### config.mk
export PLATFORM = sky130hd
export DESIGN_NAME = banked_address_mapper_with_irq_flat
export DESIGN_NICKNAME = d
export VERILOG_FILES = /design/src/design/bam_pkg.sv /design/src/design/bam_if.sv /design/src/design/banked_address_mapper_with_irq.sv /design/src/design/bam_state.sv /design/src/design/bam_xlate.sv /design/src/design/bam_map.sv /design/src/flat_wrapper.sv
export SDC_FILE = /design/constraint.sdc
export NUM_CORES = 1
export LEC_CHECK = 0
export BUFFER_PORTS_ARGS = -buffer_cell sky130_fd_sc_hd__buf_2
export CORE_MARGIN = 10
export CORE_UTILIZATION = 38
export CTS_CLUSTER_DIAMETER = 100
export CTS_CLUSTER_SIZE = 10
export DETAILED_ROUTE_END_ITERATION = 16
export PLACE_DENSITY_LB_ADDON = 0.08
export SLEW_MARGIN = 25
export SYNTH_ARGS = -nofsm -noshare
export SYNTH_HDL_FRONTEND = slang
export SYNTH_SLANG_ARGS = --single-unit
### constraint.sdc
create_clock -name clk -period 3.1 [get_ports clk]
set_input_delay 0.465 -clock clk [delete_from_list [all_inputs] [get_ports clk]]
set_output_delay 0.465 -clock clk [all_outputs]
set_load 0.05 [all_outputs]
### src/design/bam_pkg.sv
`default_nettype none
package bam_pkg;

  localparam int unsigned ADDR_W   = 16;
  localparam int unsigned DATA_W   = 8;
  localparam int unsigned OFFSET_W = 21;
  localparam int unsigned COUNT_W  = 32;
  localparam int unsigned CFG_IDX_W = 1;

  localparam logic [COUNT_W-1:0] SCANLINE_CYCLES = 32'd113;

  typedef enum logic [1:0] {
    OP_CPU_WRITE = 2'd0,
    OP_CPU_MAP   = 2'd1,
    OP_PPU_MAP   = 2'd2,
    OP_TICK      = 2'd3
  } op_e;

  typedef enum logic [2:0] {
    TGT_NONE      = 3'd0,
    TGT_PRG_ROM   = 3'd1,
    TGT_WORK_RAM  = 3'd2,
    TGT_CHR_ROM   = 3'd3,
    TGT_NAMETABLE = 3'd4
  } target_e;

  typedef enum logic [1:0] {
    MIR_VERTICAL   = 2'd0,
    MIR_HORIZONTAL = 2'd1,
    MIR_SINGLE_LO  = 2'd2,
    MIR_SINGLE_HI  = 2'd3
  } mirror_e;

  // Command indices latched by a write to the command window.
  localparam logic [3:0] CMD_CHR_FIRST = 4'd0;
  localparam logic [3:0] CMD_CHR_LAST  = 4'd7;
  localparam logic [3:0] CMD_PRG_FIRST = 4'd8;
  localparam logic [3:0] CMD_PRG_LAST  = 4'd11;
  localparam logic [3:0] CMD_MIRROR    = 4'd12;
  localparam logic [3:0] CMD_IRQ_CTRL  = 4'd13;
  localparam logic [3:0] CMD_COUNT_LO  = 4'd14;
  localparam logic [3:0] CMD_COUNT_HI  = 4'd15;

  // CPU address windows, by address bits 15:13.
  localparam logic [2:0] WIN_WORK_RAM = 3'b011;
  localparam logic [2:0] WIN_COMMAND  = 3'b100;
  localparam logic [2:0] WIN_DATA     = 3'b101;
  localparam logic [2:0] WIN_LAST     = 3'b111;

  localparam logic [5:0] PPU_PALETTE_PAGE = 6'h3F;

  localparam logic [CFG_IDX_W-1:0] CFG_PRG_MASK = 1'd0;
  localparam logic [CFG_IDX_W-1:0] CFG_CHR_MASK = 1'd1;

  typedef struct packed {
    op_e               op;
    logic [ADDR_W-1:0] addr;
    logic [DATA_W-1:0] data;
  } item_t;

  typedef struct packed {
    logic                 en;
    logic [CFG_IDX_W-1:0] index;
    logic [DATA_W-1:0]    data;
  } cfg_wr_t;

  // Mapper state as seen by the translate logic.
  typedef struct packed {
    logic [3:0][DATA_W-1:0] prg_banks;
    logic [7:0][DATA_W-1:0] chr_banks;
    mirror_e                mirror;
    logic [DATA_W-1:0]      prg_mask;
    logic [DATA_W-1:0]      chr_mask;
    logic                   tick_irq;
  } view_t;

endpackage
`default_nettype wire

### src/design/bam_if.sv
`default_nettype none
interface bam_in_if;
  logic                           valid;
  logic                           ready;
  logic [1:0]                     operation;
  logic [bam_pkg::ADDR_W-1:0]     address;
  logic [bam_pkg::DATA_W-1:0]     data;

  modport source(output valid, output operation, output address, output data, input ready);
  modport sink(input valid, input operation, input address, input data, output ready);
endinterface

interface bam_out_if;
  logic                           valid;
  logic                           ready;
  logic [2:0]                     target;
  logic [bam_pkg::OFFSET_W-1:0]   offset;
  logic                           irq;

  modport source(output valid, output target, output offset, output irq, input ready);
  modport sink(input valid, input target, input offset, input irq, output ready);
endinterface

interface bam_cfg_if;
  logic                           valid;
  logic                           ready;
  logic [bam_pkg::CFG_IDX_W-1:0]  index;
  logic [bam_pkg::DATA_W-1:0]     data;

  modport source(output valid, output index, output data, input ready);
  modport sink(input valid, input index, input data, output ready);
endinterface
`default_nettype wire

### src/design/banked_address_mapper_with_irq.sv
`default_nettype none
// Cartridge bank mapper with a scanline interrupt counter. Each item passes
// through an input register and a result register, so a transaction on the
// item channel may be taken every cycle while the result channel is not
// stalled, and its result is offered on the result channel from the result
// register; the single decode stage lies between them. CPU writes update the
// command index and bank registers, translate items map CPU or PPU addresses
// to PRG ROM, work RAM, CHR ROM or nametable offsets or to no target, and
// scanline ticks count the 32-bit counter down by 113 while it is enabled and
// report irq. Each item yields exactly one result, in order. The configuration
// channel is always ready and should be written only while the block is idle.
module banked_address_mapper_with_irq (
  input  logic         clk,
  input  logic         rst,
  bam_in_if.sink       item,
  bam_out_if.source    result,
  bam_cfg_if.sink      cfg
);

  logic                              s1_valid;
  bam_pkg::item_t                    s1_item;
  logic                              advance;
  logic                              res_valid;
  bam_pkg::target_e                  res_target;
  logic [bam_pkg::OFFSET_W-1:0]      res_offset;
  logic                              res_irq;
  bam_pkg::target_e                  map_target;
  logic [bam_pkg::OFFSET_W-1:0]      map_offset;
  logic                              map_irq;
  bam_pkg::view_t                    view;
  bam_pkg::cfg_wr_t                  cfg_wr;

  assign advance    = s1_valid && (!res_valid || result.ready);
  assign item.ready = !s1_valid || advance;
  assign cfg.ready  = 1'b1;

  assign cfg_wr.en    = cfg.valid;
  assign cfg_wr.index = cfg.index;
  assign cfg_wr.data  = cfg.data;

  always_ff @(posedge clk) begin
    if (rst) begin
      s1_valid <= 1'b0;
    end else if (item.ready) begin
      s1_valid <= item.valid;
    end
    if (item.ready && item.valid) begin
      s1_item.op   <= bam_pkg::op_e'(item.operation);
      s1_item.addr <= item.address;
      s1_item.data <= item.data;
    end
  end

  bam_state u_state (
    .clk    (clk),
    .rst    (rst),
    .commit (advance),
    .item   (s1_item),
    .cfg_wr (cfg_wr),
    .view   (view)
  );

  bam_xlate u_xlate (
    .item   (s1_item),
    .view   (view),
    .target (map_target),
    .offset (map_offset),
    .irq    (map_irq)
  );

  always_ff @(posedge clk) begin
    if (rst) begin
      res_valid <= 1'b0;
    end else if (advance) begin
      res_valid <= 1'b1;
    end else if (result.ready) begin
      res_valid <= 1'b0;
    end
    if (advance) begin
      res_target <= map_target;
      res_offset <= map_offset;
      res_irq    <= map_irq;
    end
  end

  assign result.valid  = res_valid;
  assign result.target = res_target;
  assign result.offset = res_offset;
  assign result.irq    = res_irq;

endmodule
`default_nettype wire

### src/design/bam_state.sv
`default_nettype none
module bam_state (
  input  logic             clk,
  input  logic             rst,
  input  logic             commit,
  input  bam_pkg::item_t   item,
  input  bam_pkg::cfg_wr_t cfg_wr,
  output bam_pkg::view_t   view
);

  logic [3:0]                      command_index;
  logic [3:0][bam_pkg::DATA_W-1:0] prg_banks;
  logic [7:0][bam_pkg::DATA_W-1:0] chr_banks;
  bam_pkg::mirror_e                mirror_mode;
  logic [1:0]                      irq_control;
  logic [bam_pkg::COUNT_W-1:0]     irq_count;
  logic [bam_pkg::DATA_W-1:0]      prg_mask;
  logic [bam_pkg::DATA_W-1:0]      chr_mask;
  logic [bam_pkg::COUNT_W-1:0]     count_dec;
  logic                            is_write;

  assign count_dec = irq_count - bam_pkg::SCANLINE_CYCLES;
  assign is_write  = commit && (item.op == bam_pkg::OP_CPU_WRITE);

  always_ff @(posedge clk) begin
    if (rst) begin
      command_index <= '0;
      for (int i = 0; i < 4; i++) begin
        prg_banks[i] <= bam_pkg::DATA_W'(i);
      end
      for (int i = 0; i < 8; i++) begin
        chr_banks[i] <= bam_pkg::DATA_W'(i);
      end
      mirror_mode <= bam_pkg::MIR_VERTICAL;
      irq_control <= '0;
      irq_count   <= '0;
      prg_mask    <= '1;
      chr_mask    <= '1;
    end else begin
      if (cfg_wr.en) begin
        unique case (cfg_wr.index)
          bam_pkg::CFG_PRG_MASK: prg_mask <= cfg_wr.data;
          bam_pkg::CFG_CHR_MASK: chr_mask <= cfg_wr.data;
          default: ;
        endcase
      end
      if (is_write && item.addr[15:13] == bam_pkg::WIN_COMMAND) begin
        command_index <= item.data[3:0];
      end
      if (is_write && item.addr[15:13] == bam_pkg::WIN_DATA) begin
        unique case (command_index) inside
          [bam_pkg::CMD_CHR_FIRST:bam_pkg::CMD_CHR_LAST]:
            chr_banks[command_index[2:0]] <= item.data;
          [bam_pkg::CMD_PRG_FIRST:bam_pkg::CMD_PRG_LAST]:
            prg_banks[command_index[1:0]] <= item.data;
          bam_pkg::CMD_MIRROR: begin
            // Codes above the last mode are dropped.
            if (item.data[7:2] == '0) begin
              mirror_mode <= bam_pkg::mirror_e'(item.data[1:0]);
            end
          end
          bam_pkg::CMD_IRQ_CTRL: irq_control <= {item.data[7], item.data[0]};
          bam_pkg::CMD_COUNT_LO: irq_count <= {16'd0, irq_count[15:8], item.data};
          bam_pkg::CMD_COUNT_HI: irq_count <= {16'd0, item.data, irq_count[7:0]};
          default: ;
        endcase
      end
      if (commit && item.op == bam_pkg::OP_TICK && irq_control[1]) begin
        irq_count <= count_dec;
      end
    end
  end

  always_comb begin
    view.prg_banks = prg_banks;
    view.chr_banks = chr_banks;
    view.mirror    = mirror_mode;
    view.prg_mask  = prg_mask;
    view.chr_mask  = chr_mask;
    // Fires when the decremented count is zero or negative.
    view.tick_irq  = irq_control[1] && irq_control[0]
                     && (count_dec == '0 || count_dec[bam_pkg::COUNT_W-1]);
  end

endmodule
`default_nettype wire

### src/design/bam_xlate.sv
`default_nettype none
module bam_xlate (
  input  bam_pkg::item_t                      item,
  input  bam_pkg::view_t                      view,
  output bam_pkg::target_e                    target,
  output logic [bam_pkg::OFFSET_W-1:0]        offset,
  output logic                                irq
);

  // Translate stage between the input register and the result register.
  bam_map u_map (
    .item   (item),
    .view   (view),
    .target (target),
    .offset (offset),
    .irq    (irq)
  );

endmodule
`default_nettype wire

### src/design/bam_map.sv
`default_nettype none
module bam_map (
  input  bam_pkg::item_t                item,
  input  bam_pkg::view_t                view,
  output bam_pkg::target_e              target,
  output logic [bam_pkg::OFFSET_W-1:0]  offset,
  output logic                          irq
);

  always_comb begin
    logic [7:0] bank;
    logic [7:0] reg0;
    logic       page;
    bank   = '0;
    reg0   = view.prg_banks[0];
    page   = 1'b0;
    target = bam_pkg::TGT_NONE;
    offset = '0;
    irq    = 1'b0;
    unique case (item.op)
      bam_pkg::OP_CPU_MAP: begin
        if (item.addr[15]) begin
          if (item.addr[15:13] == bam_pkg::WIN_LAST) begin
            bank = '1;
          end else begin
            bank = view.prg_banks[item.addr[14:13] + 2'd1];
          end
          target = bam_pkg::TGT_PRG_ROM;
          offset = {bank & view.prg_mask, item.addr[12:0]};
        end else if (item.addr[15:13] == bam_pkg::WIN_WORK_RAM) begin
          if (reg0[6]) begin
            // Bit 7 enables the work RAM; otherwise the window is open bus.
            if (reg0[7]) begin
              target = bam_pkg::TGT_WORK_RAM;
              offset = {8'd0, item.addr[12:0]};
            end
          end else begin
            bank   = {2'd0, reg0[5:0]};
            target = bam_pkg::TGT_PRG_ROM;
            offset = {bank & view.prg_mask, item.addr[12:0]};
          end
        end
      end
      bam_pkg::OP_PPU_MAP: begin
        if (!item.addr[13]) begin
          bank   = view.chr_banks[item.addr[12:10]] & view.chr_mask;
          target = bam_pkg::TGT_CHR_ROM;
          offset = {3'd0, bank, item.addr[9:0]};
        end else if (item.addr[13:8] != bam_pkg::PPU_PALETTE_PAGE) begin
          unique case (view.mirror)
            bam_pkg::MIR_VERTICAL:   page = item.addr[10];
            bam_pkg::MIR_HORIZONTAL: page = item.addr[11];
            bam_pkg::MIR_SINGLE_LO:  page = 1'b0;
            bam_pkg::MIR_SINGLE_HI:  page = 1'b1;
            default:                 page = 1'b0;
          endcase
          target = bam_pkg::TGT_NAMETABLE;
          offset = {10'd0, page, item.addr[9:0]};
        end
      end
      bam_pkg::OP_TICK: irq = view.tick_irq;
      default: ;
    endcase
  end

endmodule
`default_nettype wire
### src/flat_wrapper.sv
// flat-port wrapper written by rule: the top's interface ports become plain ports
module banked_address_mapper_with_irq_flat 
  (clk, rst, item_valid, item_operation, item_address, item_data, item_ready, result_valid, result_target, result_offset, result_irq, result_ready, cfg_valid, cfg_index, cfg_data, cfg_ready);
  bam_in_if item_i ();
  bam_out_if result_i ();
  bam_cfg_if cfg_i ();
  input  logic clk;
  input  logic rst;
  input wire logic [$bits(item_i.valid)-1:0] item_valid;
  input wire logic [$bits(item_i.operation)-1:0] item_operation;
  input wire logic [$bits(item_i.address)-1:0] item_address;
  input wire logic [$bits(item_i.data)-1:0] item_data;
  output wire logic [$bits(item_i.ready)-1:0] item_ready;
  output wire logic [$bits(result_i.valid)-1:0] result_valid;
  output wire logic [$bits(result_i.target)-1:0] result_target;
  output wire logic [$bits(result_i.offset)-1:0] result_offset;
  output wire logic [$bits(result_i.irq)-1:0] result_irq;
  input wire logic [$bits(result_i.ready)-1:0] result_ready;
  input wire logic [$bits(cfg_i.valid)-1:0] cfg_valid;
  input wire logic [$bits(cfg_i.index)-1:0] cfg_index;
  input wire logic [$bits(cfg_i.data)-1:0] cfg_data;
  output wire logic [$bits(cfg_i.ready)-1:0] cfg_ready;
  assign item_i.valid = item_valid;
  assign item_i.operation = item_operation;
  assign item_i.address = item_address;
  assign item_i.data = item_data;
  assign item_ready = item_i.ready;
  assign result_valid = result_i.valid;
  assign result_target = result_i.target;
  assign result_offset = result_i.offset;
  assign result_irq = result_i.irq;
  assign result_i.ready = result_ready;
  assign cfg_i.valid = cfg_valid;
  assign cfg_i.index = cfg_index;
  assign cfg_i.data = cfg_data;
  assign cfg_ready = cfg_i.ready;
  banked_address_mapper_with_irq u_core (.clk(clk), .rst(rst), .item(item_i), .result(result_i), .cfg(cfg_i));
endmodule
==> results.toml <==
[run_status]
status = "complete, no violations"

[grt]
grt_first_pass_wirelength_um = 41700
antenna_found_initial = 0
grt_pass1_vias = 7189
remaining_overflow_grt = 0
grt_max_degree = 76
gr-usage-all-layers_pct = 16.6

[setup_path]
crit_type = "reg -> reg"
worst_setup_path_start_kind = "register"
timing.rr.start = "u_core.u_state.irq_count[0]"
worst_setup_path_endpoint = "u_core.result.irq"
crit_path_end_kind = "register"
timing.reg2reg.setup_slack_ns = 0.42
cp_max_fo = 8
regToRegEndpoint = "u_core.result.irq"
timing.critical_path.required_ns = 3.47
timing.reg2reg.worst_path_depth = 6
arrival_time_of_data_at_the_critical_path_endpoint_ns = 3.05
worstSetupStartpoint = "u_core.u_state.irq_count[0]"

[finish]
register_area_um2 = 4610
final.fill_count = 2428
insertedDiodeCount = 0
area_overhead_vs_synth_pct = 14.9
layout.nets = 1088
share_of_cells_above_drive_strength_1_pct = 15.7
most_common_cell_after_layout_fill_and_taps_aside = "dfxtp_1"
commonest_cells_after_routing_fill_and_taps_aside = "dfxtp_1, nand2_1, nor2_1"
area_used_by_multi_input_combinational_logic_um2 = 4460

[clocking]
holdBufCountCts = 0
postCtsResizedCells = 0
insertion_delay_ns = 0.52
cts.sink_count = 205
cts_inserted_buffers = 24
ctsRootBufferMaster = "clkbuf_16"
number_of_h_tree_levels = 1
postCtsSetupRepairBufs = 0
cts.reportedPaths.clkPinSlew_ns = 0.06
ctsLongestPathBuffers = 3
clock_tree_from_tritoncts = "yes"

[sta]
setup_tns_ns = 0
timing_hold_violations_final = 0
final_setup_fails = 0
max_clock_freq_mhz = 373
post_route_fraction_of_the_period_consumed_by_the_critical_path_pct = 86.4
slew_violations = 0
max-slew-margin-rel_pct = 36.1
rsz0062_at_grt = "false"
hold-worst-slack_ns = 0.117
final.min_clock_period_ns = 2.68
clock-skew-final_ns = 0.0165
max_slew.worst_pin.slew_ns = 0.959

[placed_design]
numPortBuffers = 66
hpwl_um = 17600
globalplace.congestion = 0.803

[min_path]
worst_hold_path_type = "in -> reg"

[logic_synthesis]
synthArstFlopShare_pct = 0
mappedNetlistArea_um2 = 9370
synth_enable_flop_cells = 51
netlist_instances = 985
yosys.area.top_type_share_pct = 32.9
synth-seq-area-share_pct = 49.2
synth_unique_cells = 68
yosys.area.top_type = "dfxtp_1"
synth_simple_gate_area_share_pct = 21.6
post_synth_xor_area_fraction_pct = 0.841
postSynthNetCount = 1034
post_synth_fa_ha_maj_area_fraction_pct = 1.20
post_synth_mux_area_share_pct = 12.7
synthFlopType = "dfxtp_1"
synth_compound_area_share_pct = 11.1
dominant_combinational_cell_family_by_area_after_synthesis = "simple AND/OR/NAND/NOR gates"
post_synth_main_area_contributors = "dfxtp_1, edfxtp_1, mux2i_1"
syn_area_per_cell_um2 = 9.51
synth_warnings = 0
synth_seq_cells = 205

[route]
routed_wl_um = 26400
route.vias.total = 7469
final_antenna_net_count = 0
dr.first_iter.drc_count = 516
routed_wire_length_per_instance_um = 19.2
via_per_inst = 5.43
drt_pass1_iterations = 5
drt_drc_violations_left = 0

[pwr]
power_density_nw_per_um2 = 528
max-vdd-ir-drop_v = 0.000388
leakagePower_nw = 3.98

[run]
cap_violations = 0

[floorplanning]
floorplan.initialDensity_pct = 38.5
io-pin-count = 68
core_area_um2 = 24300
die_area_um2 = 31300
die_height_um = 177
floorplan.die.width_um = 177
placementRows = 57
-- sequential cells by signal (all words and copies together) (netlist names) --
register,flops
u_core.u_state.prg_mask,8
u_core.result.irq,1
u_core.u_state.mirror_mode,2
u_core.u_state.command_index,4
u_core.result.offset,21
u_core.u_state.chr_mask,8
u_core.s1_valid,1
u_core.u_state.view,96
u_core.u_state.irq_control,2
u_core.result.valid,1
u_core.s1_item,26
u_core.result.target,3
u_core.u_state.irq_count,32
-- where the power goes --
| group | total [W] | switching [W] | internal, W | leakage [nW] |
|---|---|---|---|---|
| Clock | 0.00250 | 0.00107 | 0.00143 | 0.321 |
| Combinational | 0.000333 | 0.000232 | 0.000101 | 1.94 |
| Sequential | 0.00286 | 0.0000559 | 0.00280 | 1.73 |
| Total | 0.00569 | 0.00136 | 0.00433 | 3.98 |
-- metal layers --
layer	wire (um)	vias to the layer above	GRT usage, %
met5	0	-	0
met4	498	0	3.78
met3	1220	38	2.65
met2	12600	143	27.4
met1	12100	3607	22.2
li1	-	3681	-
-- worst max-delay path, cell delays in order, from the launching register on --
cell and delay [ns]:
dfxtp_1 0.37, nor4_1 0.73, o211ai_1 0.46, or3_1 0.51, o221ai_1 0.22, nand4_1 0.11
o21ai_1 0.13
-- how the worst min path moves through the flow --
| stage | startpoint | end | cells past startpoint |
|---|---|---|---|
| global placement | u_core.u_state.view[110] | u_core.u_state.view[110] | 2 |
| floorplan | u_core.u_state.view[112] | u_core.u_state.view[112] | 2 |
| CTS | item_data[6] | u_core.s1_item[6] | 1 |
| detailed placement | u_core.u_state.view[34] | u_core.u_state.view[34] | 2 |
| global route | item_data[0] | u_core.s1_item[0] | 1 |
| finish | item_data[1] | u_core.s1_item[1] | 1 |
-- kinds of logic after synthesis --
family,Yosys count
buf+inv,80
simple gates,420
fa+ha+maj,9
xor+xnor,9
flops,205
other cells,1
mux,94
compound gates,167
-- metrics by stage --
stage	instance area, um^2	utilization, %	instances	worst slack (ns)	total power [W]
floorplan	9370	-	985	0.645	0.00312
global placement	10100	41.5	1337	0.447	0.00325
detailed placement	10100	41.5	1337	0.428	0.00325
CTS	10800	44.3	1375	0.412	0.00577
global route	10800	44.3	1375	0.116	0.00590
finish	10800	44.3	1375	0.421	0.00569
-- synth_stat cells, types with 4 or more instances --
| cell type | number |
|---|---|
| a21boi_0 | 5 |
| mux4_2 | 19 |
| a22oi_1 | 7 |
| mux2_2 | 7 |
| nor3_1 | 26 |
| nor2_1 | 103 |
| nor4_1 | 8 |
| nand3_1 | 94 |
| or3_1 | 9 |
| and3_1 | 15 |
| ha_1 | 9 |
| nand2b_1 | 9 |
| and2_1 | 4 |
| a22o_1 | 5 |
| a21oi_1 | 65 |
| xnor2_1 | 6 |
| a31oi_1 | 7 |
| o21a_1 | 4 |
| a211oi_1 | 4 |
| edfxtp_1 | 51 |
| or4_1 | 5 |
| clkbuf_1 | 66 |
| nor2b_1 | 10 |
| inv_1 | 9 |
| nand2_1 | 105 |
| dfxtp_1 | 154 |
| o21ai_0 | 33 |
| or2_2 | 4 |
| mux2i_1 | 68 |
| nand4_1 | 7 |
| a221oi_1 | 8 |
| a32oi_1 | 4 |
-- area by class of cell --
cell class              count  area share, %
clock inverters             2          0.209
inverters                  10          0.349
flip-flops and latches    205           42.9
well taps                 324           3.77
multi-input cells         700           41.4
clock buffers              36           6.00
repair buffers             98           5.44
Note: power is estimated with default switching activity, not from simulation.
